File: src/hdl/rtf_pkg.sv
// Shared types, constants and helpers for the radix integer text formatter.
package rtf_pkg;

  localparam int MAX_WIDTH_DEF = 48;

  localparam int VAL_W      = 32;
  localparam int STEP_W     = $clog2(VAL_W);
  localparam int RADIX_W    = 6;
  localparam int CHAR_W     = 8;
  localparam int FW_W       = 7;
  localparam int DIGITS_MAX = 32;
  localparam int DIG_W      = $clog2(DIGITS_MAX + 1);

  localparam logic [RADIX_W-1:0] RADIX_MIN = 6'd2;
  localparam logic [RADIX_W-1:0] RADIX_MAX = 6'd36;

  localparam logic [1:0] REG_RADIX = 2'd0;
  localparam logic [1:0] REG_LOWER = 2'd1;
  localparam logic [1:0] REG_WIDTH = 2'd2;
  localparam logic [1:0] REG_PAD   = 2'd3;

  localparam logic [CHAR_W-1:0] CH_ZERO       = 8'h30;  // '0'
  localparam logic [CHAR_W-1:0] CH_UPPER_BASE = 8'h37;  // 'A' - 10
  localparam logic [CHAR_W-1:0] CH_LOWER_BASE = 8'h57;  // 'a' - 10
  localparam logic [CHAR_W-1:0] CH_MINUS      = 8'h2D;  // '-'
  localparam logic [CHAR_W-1:0] CH_SPACE      = 8'h20;

  typedef enum logic [1:0] {
    ST_IDLE,
    ST_DIV,
    ST_EMIT
  } state_t;

  typedef struct packed {
    logic push;
    logic pop;
  } lifo_ctrl_t;

  typedef struct packed {
    logic               done;
    logic [VAL_W-1:0]   quot;
    logic [RADIX_W-1:0] rem;
  } div_out_t;

  function automatic logic [CHAR_W-1:0] digit_char(input logic [RADIX_W-1:0] d,
                                                   input logic lc);
    logic [CHAR_W-1:0] base;
    begin
      if (d < 6'd10) begin
        base = CH_ZERO;
      end else if (lc) begin
        base = CH_LOWER_BASE;
      end else begin
        base = CH_UPPER_BASE;
      end
      digit_char = base + {2'b00, d};
    end
  endfunction

endpackage

File: src/hdl/rtf_div.sv
// Bit-serial restoring divider: one quotient bit per cycle.
module rtf_div
  import rtf_pkg::*;
(
  input  logic               clk,
  input  logic               rst,
  input  logic               start,
  input  logic [VAL_W-1:0]   dividend,
  input  logic [RADIX_W-1:0] base,
  output div_out_t           res
);

  logic [VAL_W-1:0]  dvd;
  logic [RADIX_W:0]  rem;
  logic [STEP_W-1:0] cnt;
  logic              busy;
  logic              done;

  logic [RADIX_W:0]  trial;
  logic [RADIX_W:0]  diff;
  logic              ge;

  always_comb begin
    trial = {rem[RADIX_W-1:0], dvd[VAL_W-1]};
    ge    = trial >= {1'b0, base};
    diff  = trial - {1'b0, base};
  end

  always_ff @(posedge clk) begin
    if (rst) begin
      busy <= 1'b0;
      done <= 1'b0;
      cnt  <= '0;
    end else begin
      done <= 1'b0;
      if (start) begin
        busy <= 1'b1;
        cnt  <= '0;
      end else if (busy) begin
        cnt <= cnt + 1'b1;
        if (cnt == STEP_W'(VAL_W - 1)) begin
          busy <= 1'b0;
          done <= 1'b1;
        end
      end
    end
  end

  // quotient bits shift into the dividend register from the bottom
  always_ff @(posedge clk) begin
    if (start) begin
      dvd <= dividend;
      rem <= '0;
    end else if (busy) begin
      dvd <= {dvd[VAL_W-2:0], ge};
      rem <= ge ? diff : trial;
    end
  end

  assign res = '{done: done, quot: dvd, rem: rem[RADIX_W-1:0]};

endmodule

File: src/hdl/rtf_lifo.sv
// Shift-register digit stack: digits pushed least significant first, popped most first.
module rtf_lifo
  import rtf_pkg::*;
(
  input  logic              clk,
  input  lifo_ctrl_t        ctrl,
  input  logic [CHAR_W-1:0] din,
  output logic [CHAR_W-1:0] top
);

  logic [CHAR_W-1:0] stk [DIGITS_MAX];

  always_ff @(posedge clk) begin
    if (ctrl.push) begin
      stk[0] <= din;
      for (int i = 1; i < DIGITS_MAX; i++) begin
        stk[i] <= stk[i-1];
      end
    end else if (ctrl.pop) begin
      for (int i = 0; i < DIGITS_MAX - 1; i++) begin
        stk[i] <= stk[i+1];
      end
    end
  end

  assign top = stk[0];

endmodule

File: src/hdl/radix_integer_text_formatter.sv
// Top level: config registers, sequencer and output register of the text formatter.
//
//   port group   dir  payload                          handshake
//   s_*          in   tdata: value[31:0]; tuser: mode  s_tvalid & s_tready
//   m_*          out  tdata: out_char[7:0]; tlast      m_tvalid & m_tready
//   cfg_*        in   index 0..3, wdata[7:0]           cfg_we
//
// An item is converted as D digits, each from a 32-step bit-serial divide (one
// quotient bit per cycle), then T characters go out at one per cycle while the
// output is not stalled, through the single output register.
// Input is taken only while the sequencer is idle; the last character may still wait.
// A stalled output holds the sequencer in emit. Reset is synchronous, active high.
module radix_integer_text_formatter
  import rtf_pkg::*;
#(
  parameter int MAX_WIDTH = MAX_WIDTH_DEF
) (
  input  logic              clk,
  input  logic              rst,
  input  logic              s_tvalid,
  output logic              s_tready,
  input  logic [VAL_W-1:0]  s_tdata,    // value[31:0]
  input  logic              s_tuser,    // mode
  output logic              m_tvalid,
  input  logic              m_tready,
  output logic [CHAR_W-1:0] m_tdata,    // out_char[7:0]
  output logic              m_tlast,
  input  logic              cfg_we,
  input  logic [1:0]        cfg_index,
  input  logic [7:0]        cfg_wdata
);

  localparam int CW = $clog2(MAX_WIDTH + 1);

  logic [RADIX_W-1:0] radix;
  logic               lower_case;
  logic [FW_W-1:0]    field_width;
  logic [CHAR_W-1:0]  pad_char;

  state_t state, state_next;

  logic             neg;
  logic             sgn;
  logic [DIG_W-1:0] ndig;
  logic [CW-1:0]    pre;
  logic [CW-1:0]    rem_cnt;

  logic [RADIX_W-1:0] base;
  logic               in_neg;
  logic [VAL_W-1:0]   in_mag;
  logic [DIG_W-1:0]   ndig_inc;
  logic               div_start;
  logic [VAL_W-1:0]   div_dvd;
  div_out_t           div_res;
  lifo_ctrl_t         lctl;
  logic [CHAR_W-1:0]  lifo_top;
  logic [CHAR_W-1:0]  dig_ch;
  logic [CHAR_W-1:0]  emit_ch;
  logic               fin_div;
  logic               emit;

  logic [FW_W-1:0] fw_mag;
  logic [CW-1:0]   wid;
  logic [CW-1:0]   tlen;
  logic [CW-1:0]   total;
  logic [CW-1:0]   npad;

  rtf_div u_div (
    .clk      (clk),
    .rst      (rst),
    .start    (div_start),
    .dividend (div_dvd),
    .base     (base),
    .res      (div_res)
  );

  rtf_lifo u_lifo (
    .clk  (clk),
    .ctrl (lctl),
    .din  (dig_ch),
    .top  (lifo_top)
  );

  always_comb begin
    if (radix < RADIX_MIN) begin
      base = RADIX_MIN;
    end else if (radix > RADIX_MAX) begin
      base = RADIX_MAX;
    end else begin
      base = radix;
    end
    in_neg   = s_tuser & s_tdata[VAL_W-1];
    in_mag   = in_neg ? (~s_tdata[VAL_W-1:0] + 1'b1) : s_tdata[VAL_W-1:0];
    ndig_inc = ndig + 1'b1;
    dig_ch   = digit_char(div_res.rem, lower_case);

    // -64 negates to 64, still fits the unsigned magnitude
    fw_mag = field_width[FW_W-1] ? (~field_width + 1'b1) : field_width;
    wid    = (int'(fw_mag) > MAX_WIDTH) ? CW'(MAX_WIDTH) : CW'(fw_mag);
    tlen   = CW'(ndig_inc) + CW'(neg);
    total  = (wid > tlen) ? wid : tlen;
    npad   = total - tlen;

    if (pre != '0) begin
      emit_ch = pad_char;
    end else if (sgn) begin
      emit_ch = CH_MINUS;
    end else if (ndig != '0) begin
      emit_ch = lifo_top;
    end else begin
      emit_ch = pad_char;
    end
  end

  always_comb begin
    state_next = state;
    div_start  = 1'b0;
    div_dvd    = div_res.quot;
    lctl       = '0;
    fin_div    = 1'b0;
    emit       = 1'b0;
    unique case (state)
      ST_IDLE: begin
        if (s_tvalid) begin
          div_start  = 1'b1;
          div_dvd    = in_mag;
          state_next = ST_DIV;
        end
      end
      ST_DIV: begin
        if (div_res.done) begin
          lctl.push = 1'b1;
          if (div_res.quot == '0 || ndig_inc == DIG_W'(DIGITS_MAX)) begin
            fin_div    = 1'b1;
            state_next = ST_EMIT;
          end else begin
            div_start = 1'b1;
          end
        end
      end
      ST_EMIT: begin
        if (!m_tvalid || m_tready) begin
          emit = 1'b1;
          if (pre == '0 && !sgn && ndig != '0) begin
            lctl.pop = 1'b1;
          end
          if (rem_cnt == CW'(1)) begin
            state_next = ST_IDLE;
          end
        end
      end
      default: state_next = ST_IDLE;
    endcase
  end

  assign s_tready = (state == ST_IDLE);

  always_ff @(posedge clk) begin
    if (rst) begin
      state       <= ST_IDLE;
      radix       <= 6'd10;
      lower_case  <= 1'b0;
      field_width <= '0;
      pad_char    <= CH_SPACE;
      m_tvalid    <= 1'b0;
      neg         <= 1'b0;
      sgn         <= 1'b0;
      ndig        <= '0;
      pre         <= '0;
      rem_cnt     <= '0;
    end else begin
      state <= state_next;
      if (cfg_we) begin
        unique case (cfg_index)
          REG_RADIX: radix       <= cfg_wdata[RADIX_W-1:0];
          REG_LOWER: lower_case  <= cfg_wdata[0];
          REG_WIDTH: field_width <= cfg_wdata[FW_W-1:0];
          REG_PAD:   pad_char    <= cfg_wdata;
          default: ;
        endcase
      end
      if (emit) begin
        m_tvalid <= 1'b1;
      end else if (m_tready) begin
        m_tvalid <= 1'b0;
      end
      if (state == ST_IDLE && s_tvalid) begin
        neg  <= in_neg;
        ndig <= '0;
      end
      if (lctl.push) begin
        ndig <= ndig_inc;
      end
      if (fin_div) begin
        pre     <= field_width[FW_W-1] ? '0 : npad;
        rem_cnt <= total;
        sgn     <= neg;
      end
      if (emit) begin
        rem_cnt <= rem_cnt - 1'b1;
        if (pre != '0) begin
          pre <= pre - 1'b1;
        end else if (sgn) begin
          sgn <= 1'b0;
        end else if (ndig != '0) begin
          ndig <= ndig - 1'b1;
        end
      end
    end
  end

  always_ff @(posedge clk) begin
    if (emit) begin
      m_tdata <= emit_ch;
      m_tlast <= (rem_cnt == CW'(1));
    end
  end

  a_emit_count: assert property (@(posedge clk) disable iff (rst)
    state == ST_EMIT |-> rem_cnt != '0)
    else $error("emit state with no characters left");

  a_last_flag: assert property (@(posedge clk) disable iff (rst)
    emit && rem_cnt == CW'(1) |=> m_tvalid && m_tlast)
    else $error("final character not flagged");

  a_div_state: assert property (@(posedge clk) disable iff (rst)
    div_res.done |-> state == ST_DIV)
    else $error("divider finished outside the divide state");

  a_rem_range: assert property (@(posedge clk) disable iff (rst)
    div_res.done |-> div_res.rem < base)
    else $error("remainder not below radix");

  a_pop_nonempty: assert property (@(posedge clk) disable iff (rst)
    lctl.pop |-> ndig != '0 && !lctl.push)
    else $error("digit stack popped while empty");

endmodule

File: config.mk
export PLATFORM = sky130hd
export DESIGN_NAME = radix_integer_text_formatter
export DESIGN_NICKNAME = d
export VERILOG_FILES = /design/src/hdl/rtf_pkg.sv /design/src/hdl/rtf_div.sv /design/src/hdl/rtf_lifo.sv /design/src/hdl/radix_integer_text_formatter.sv
export SDC_FILE = /design/constraint.sdc
export NUM_CORES = 1
export LEC_CHECK = 0
export BUFFER_PORTS_ARGS = -buffer_cell sky130_fd_sc_hd__buf_2
export CAP_MARGIN = 20
export CORE_UTILIZATION = 50
export DETAILED_ROUTE_END_ITERATION = 10
export PLACE_DENSITY = 0.63
export RECOVER_POWER = 100
export SLEW_MARGIN = 20
export SYNTH_ARGS = -nofsm -noshare
export SYNTH_HDL_FRONTEND = slang
export SYNTH_SLANG_ARGS = --single-unit
File: constraint.sdc
create_clock -name clk -period 14.15 [get_ports clk]
set_input_delay 4.245 -clock clk [delete_from_list [all_inputs] [get_ports clk]]
set_output_delay 4.245 -clock clk [all_outputs]
set_load 0.05 [all_outputs]
# Yosys cells after proc, flatten, opt, wreduce, memory -nomap -nowiden
# Memories as Yosys holds them, arrays and structs flattened.
# Index checks and enable logic that the tools add are counted.
# word_totals
regBits,99
ram_bits,256
inputBits,48
output_inout_bits,11
mem_count,1
# classes
addsub,11
n_lt_le_gt_ge,6
n_eq_ne,15
muxes,94
bitwise_logic,35
n_reduce_logical,24
# memory_table
memory,depth,width,rd,rd_ports_with_merged_regs,wr,line_no,rtl
u_lifo.stk,32,8,32,0,32,rtf_lifo.sv:11,logic [CHAR_W-1:0] stk [DIGITS_MAX];
# ops
op,count
$mux 8,34
$mux 32,5
$mux 6,17
$add 32x1->32 const B,1
$logic_not 32->1,1
$not 32->32,1
$or 1x1->1,31
$mux 1,28
$mux 7,3
$sub 6x1->6 const B,3
$ne 2x2->1 const B,6
$reduce_bool 6->1,2
$sub 6x6->6,2
$mux 2,5
$add 7x6->8,1
$reduce_and 2->1,4
$add 7x1->7 const B,1
$ge 7x6->1,1
$gt 7x6->1 const B,1
$not 7->7,1
$add 6x1->6,1
$add 6x1->6 const B,1
$eq 2x2->1 const B,3
$eq 6x1->1 const B,1
other kinds (23),31

# Longest topological paths before layout
# depth
word_depth,12
depth_mapped,23
ltp_nobuf,21

# By module
# From an unflattened synthesis, not the netlist that was laid out.
# hier_totals
hier_cells,1353
hier_area_um2,17994.8
# modules_own_cells
module,n_inst,cells_each,area_per_inst_um2
rtf_lifo,1,542,10975.5
radix_integer_text_formatter,1,636,4793.3
rtf_div,1,175,2225.9

# Least setup slack after synthesis
# Ideal clock, no wire load.
# synth_timing
path_type,input -> register
from,input m_tready
to,"memory u_lifo.stk[0][0], enable pin"
t_arrival_ps,9212
required_time_ps,12253
slack_ps,3041
cell_stages,6
path_buffers,1
path_cell_list,nand2b_1 -> nand2_1 -> nor3_1 -> nand2_1 -> clkbuf_1 -> nand2_1
# synth_lines
element,line_no,rtl
from (decl),radix_integer_text_formatter.sv:25,"input logic m_tready,"
to (decl),rtf_lifo.sv:11,

==> metrics.csv <==
metric,value,unit
die_w,187,um
htree_levels,2,
rsz0062_at_grt,no,
p_seq_share,51.1,%
critPathCaptureType,flip-flop,
drv_slew,497,
min_path_type,reg -> reg,
pwr-share-comb,6.6,%
fmax,0.110,GHz
maxCapViolCount,8,
worstPathCellList,buf_2 -> nand2b_1 -> nand2_1 -> nor3_1 -> nand2_1 -> nand2_4 -> buf_12,
switching_share,22.3,%
irDropWorstVdd,106,uV
p_switching,0.000508,W
io_pins,59,
route.detailed.drc,0,
cts_setup_buffers,0,
start_util,50.9,%
synth_edf_count,297,
die-area,34900,um2
grt_usage,18.1,%
cp.required,14.30,ns
num_rows,67,
via_count,12100,
cts.sinks,355,
diodes,0,
ys_warn_count,0,
clkTransAtPathRegs,0.06,ns
final.min_clock_period,9.06,ns
holdBufCountCts,0,
drt-initial-drc-count,757,
clockBufferDepth,3,
hold_violations,0,
final_common_cell,nand2_1,
final_cell_mix,"nand2_1, edfxtp_1, nor2_1",
start_kind,primary input,
internal_power,0.00177,W
synthFlopType,edfxtp_1,
clockRootBuffer,clkbuf_16,
p_per_area,121,nW/um2
outcome,finished with violations,
fin_util,56.0,%
synthesis.nets,1887,
nets,1899,
critPathBufInv,2,
antenna_found_initial,0,
tritoncts.num_buffers,40,
relSlewSlack,-180,%
cpMostUsedCell,nand2_1,
grt_pass1_vias,11600,
tightest_slew,4.20,ns
critPathArrivalTime,9.21,ns
cts_resized,0,
crit_path_top_delay_cell,nand2_4,
violations,"max-capacitance violations, max-slew violations",
crit_type,in -> reg,
grt_overflow,0,
grt_pass1_wl,53.8,mm
die_height,187,um
pwr-share-clk,42.3,%
period_share,64.0,%
path_max_fanout,175,
coreArea,33600,um2
seq_area_frac_synth,58.9,%
nFillCells,2989,
post-dp-hpwl,19.7,mm
clk_latency,0.54,ns
syn_to_final_growth,10.2,%
wirelength,31.9,mm
synthArstFlopShare,0,%
place_congestion,0.784,
grt_max_degree,176,
leakage,7.12,nW
synth.distinct_cells,65,
synth_area_per_cell,9.48,um2
synth_seq_cells,355,
fin_skew,0.0133,ns
drive_gt1_share,6.45,%
cts_tree,done,
synthesis.area,17100,um2
cp_slowest_stage_delay,1.61,ns
finalSetupTns,0,ns
drt-pass1-iter-count,5,
port_buffers,58,
crit_family,simple AND/OR/NAND/NOR gates,
wl_per_cell,13.9,um
ant_nets,0,
setup_viol,0,
avgViaCountPerCell,5.27,
synth_cells,1803,
-- registers in the layout, summed over array words and instances, names as in the netlist --
name / count
u_div.cnt: 5
u_div.dvd: 32
u_div.done: 1
m_tlast: 1
m_tvalid: 1
u_lifo.stk: 256
sgn: 1
pad_char: 8
rem_cnt: 6
lower_case: 1
u_div.rem: 6
field_width: 7
m_tdata: 8
ndig: 6
u_div.busy: 1
radix: 6
neg: 1
pre: 6
state: 2
-- final cells by class --
cell class	instances	area [um2]	share of cell area, %
timing repair buffer	66	348	1.85
sequential	355	10100	53.5
multi-input combinational	1323	6520	34.6
clock inverter	13	73.8	0.392
tap	448	561	2.98
clock buffer	58	1140	6.06
inverter	29	110	0.585
-- logic make-up after synthesis --
logic type | share of synthesized area, %
AOI/OAI and AO/OA | 7.19
DFF | 58.9
xor gates and xnor gates | 2.71
and+or+nand+nor | 24.0
muxes | 1.37
buffers and inverters | 2.97
adders and majority gates | 2.77
-- layer usage --
layer / share of wire (%) / vias to the layer above / routed length (um) / GRT usage (%)
li1: - / 6126 / - / -
met1: 47 / 5720 / 15000 / 24.7
met2: 47 / 192 / 15000 / 29.9
met3: 3.5 / 51 / 1120 / 2.70
met4: 2.0 / 0 / 650 / 5.67
met5: 0 / - / 0 / 0
-- worst register-to-register path, cell delays in order (launching register included) --
cell	delay, ns
dfxtp_1	0.37
inv_1	0.12
ha_1	0.19
or3b_1	0.40
or3_1	0.44
nand2_1	1.97
clkbuf_1	2.10
nor2_1	0.18
a21oi_1	0.22
-- final timing paths --
kind                startpoint                 to  slack [ns]  depth (start not counted)
max                   m_tready  u_lifo.stk[1][25]        5.09                          7
min          u_lifo.stk[7][22]  u_lifo.stk[7][30]        0.45                          0
min reg2reg  u_lifo.stk[7][22]  u_lifo.stk[7][30]        0.45                          0
max reg2reg            ndig[0]   u_lifo.stk[0][5]        8.00                          8
-- synthesized netlist by cell type, types with 7 or more instances --
library cell  instances  area share (%)
xnor2_1              27             1.4
o21ai_0              26            0.76
nor4_1               16            0.59
nor2_1              109             2.4
buf_2                31            0.91
nand2_1             800              18
nand3_1              10            0.29
a211oi_1             12            0.53
xor2_1               26             1.3
clkbuf_1             59             1.3
inv_1                29            0.64
mux2i_1              20             1.2
nor3_1               25            0.73
edfxtp_1            297              52
nand4_1               7            0.26
dfxtp_1              58             6.8
ha_1                 33             2.4
a21oi_1              87             2.5
or3_1                 7            0.26
nor2b_1               7            0.26
nand2b_1              9            0.33
-- per-stage QoR --
| step | total power (W) | hold WS, ns | worst slack (ns) | cells | cell area [um2] |
|---|---|---|---|---|---|
| 2_1_floorplan | 0.00129 | 0.426 | 3.04 | 1803 | 17100 |
| 3_3_place_gp | 0.00133 | 0.435 | 6.08 | 2220 | 17700 |
| 3_5_place_dp | 0.00134 | 0.432 | 6.00 | 2220 | 17700 |
| 4_1_cts | 0.00230 | 0.452 | 6.58 | 2291 | 18900 |
| 5_1_grt | 0.00236 | 0.468 | 4.52 | 2292 | 18800 |
| 6_report | 0.00228 | 0.453 | 5.09 | 2292 | 18800 |
-- power by group through the flow --
stage	clock, W	sequential [W]	combinational (W)
6_report	0.000964	0.00117	0.000150
5_1_grt	0.00103	0.00117	0.000171
4_1_cts	0.000987	0.00116	0.000152
3_5_place_dp	0	0.00119	0.000150
3_3_place_gp	0	0.00119	0.000147
2_1_floorplan	0	0.00118	0.000115
(Power assumes the default switching activity.)
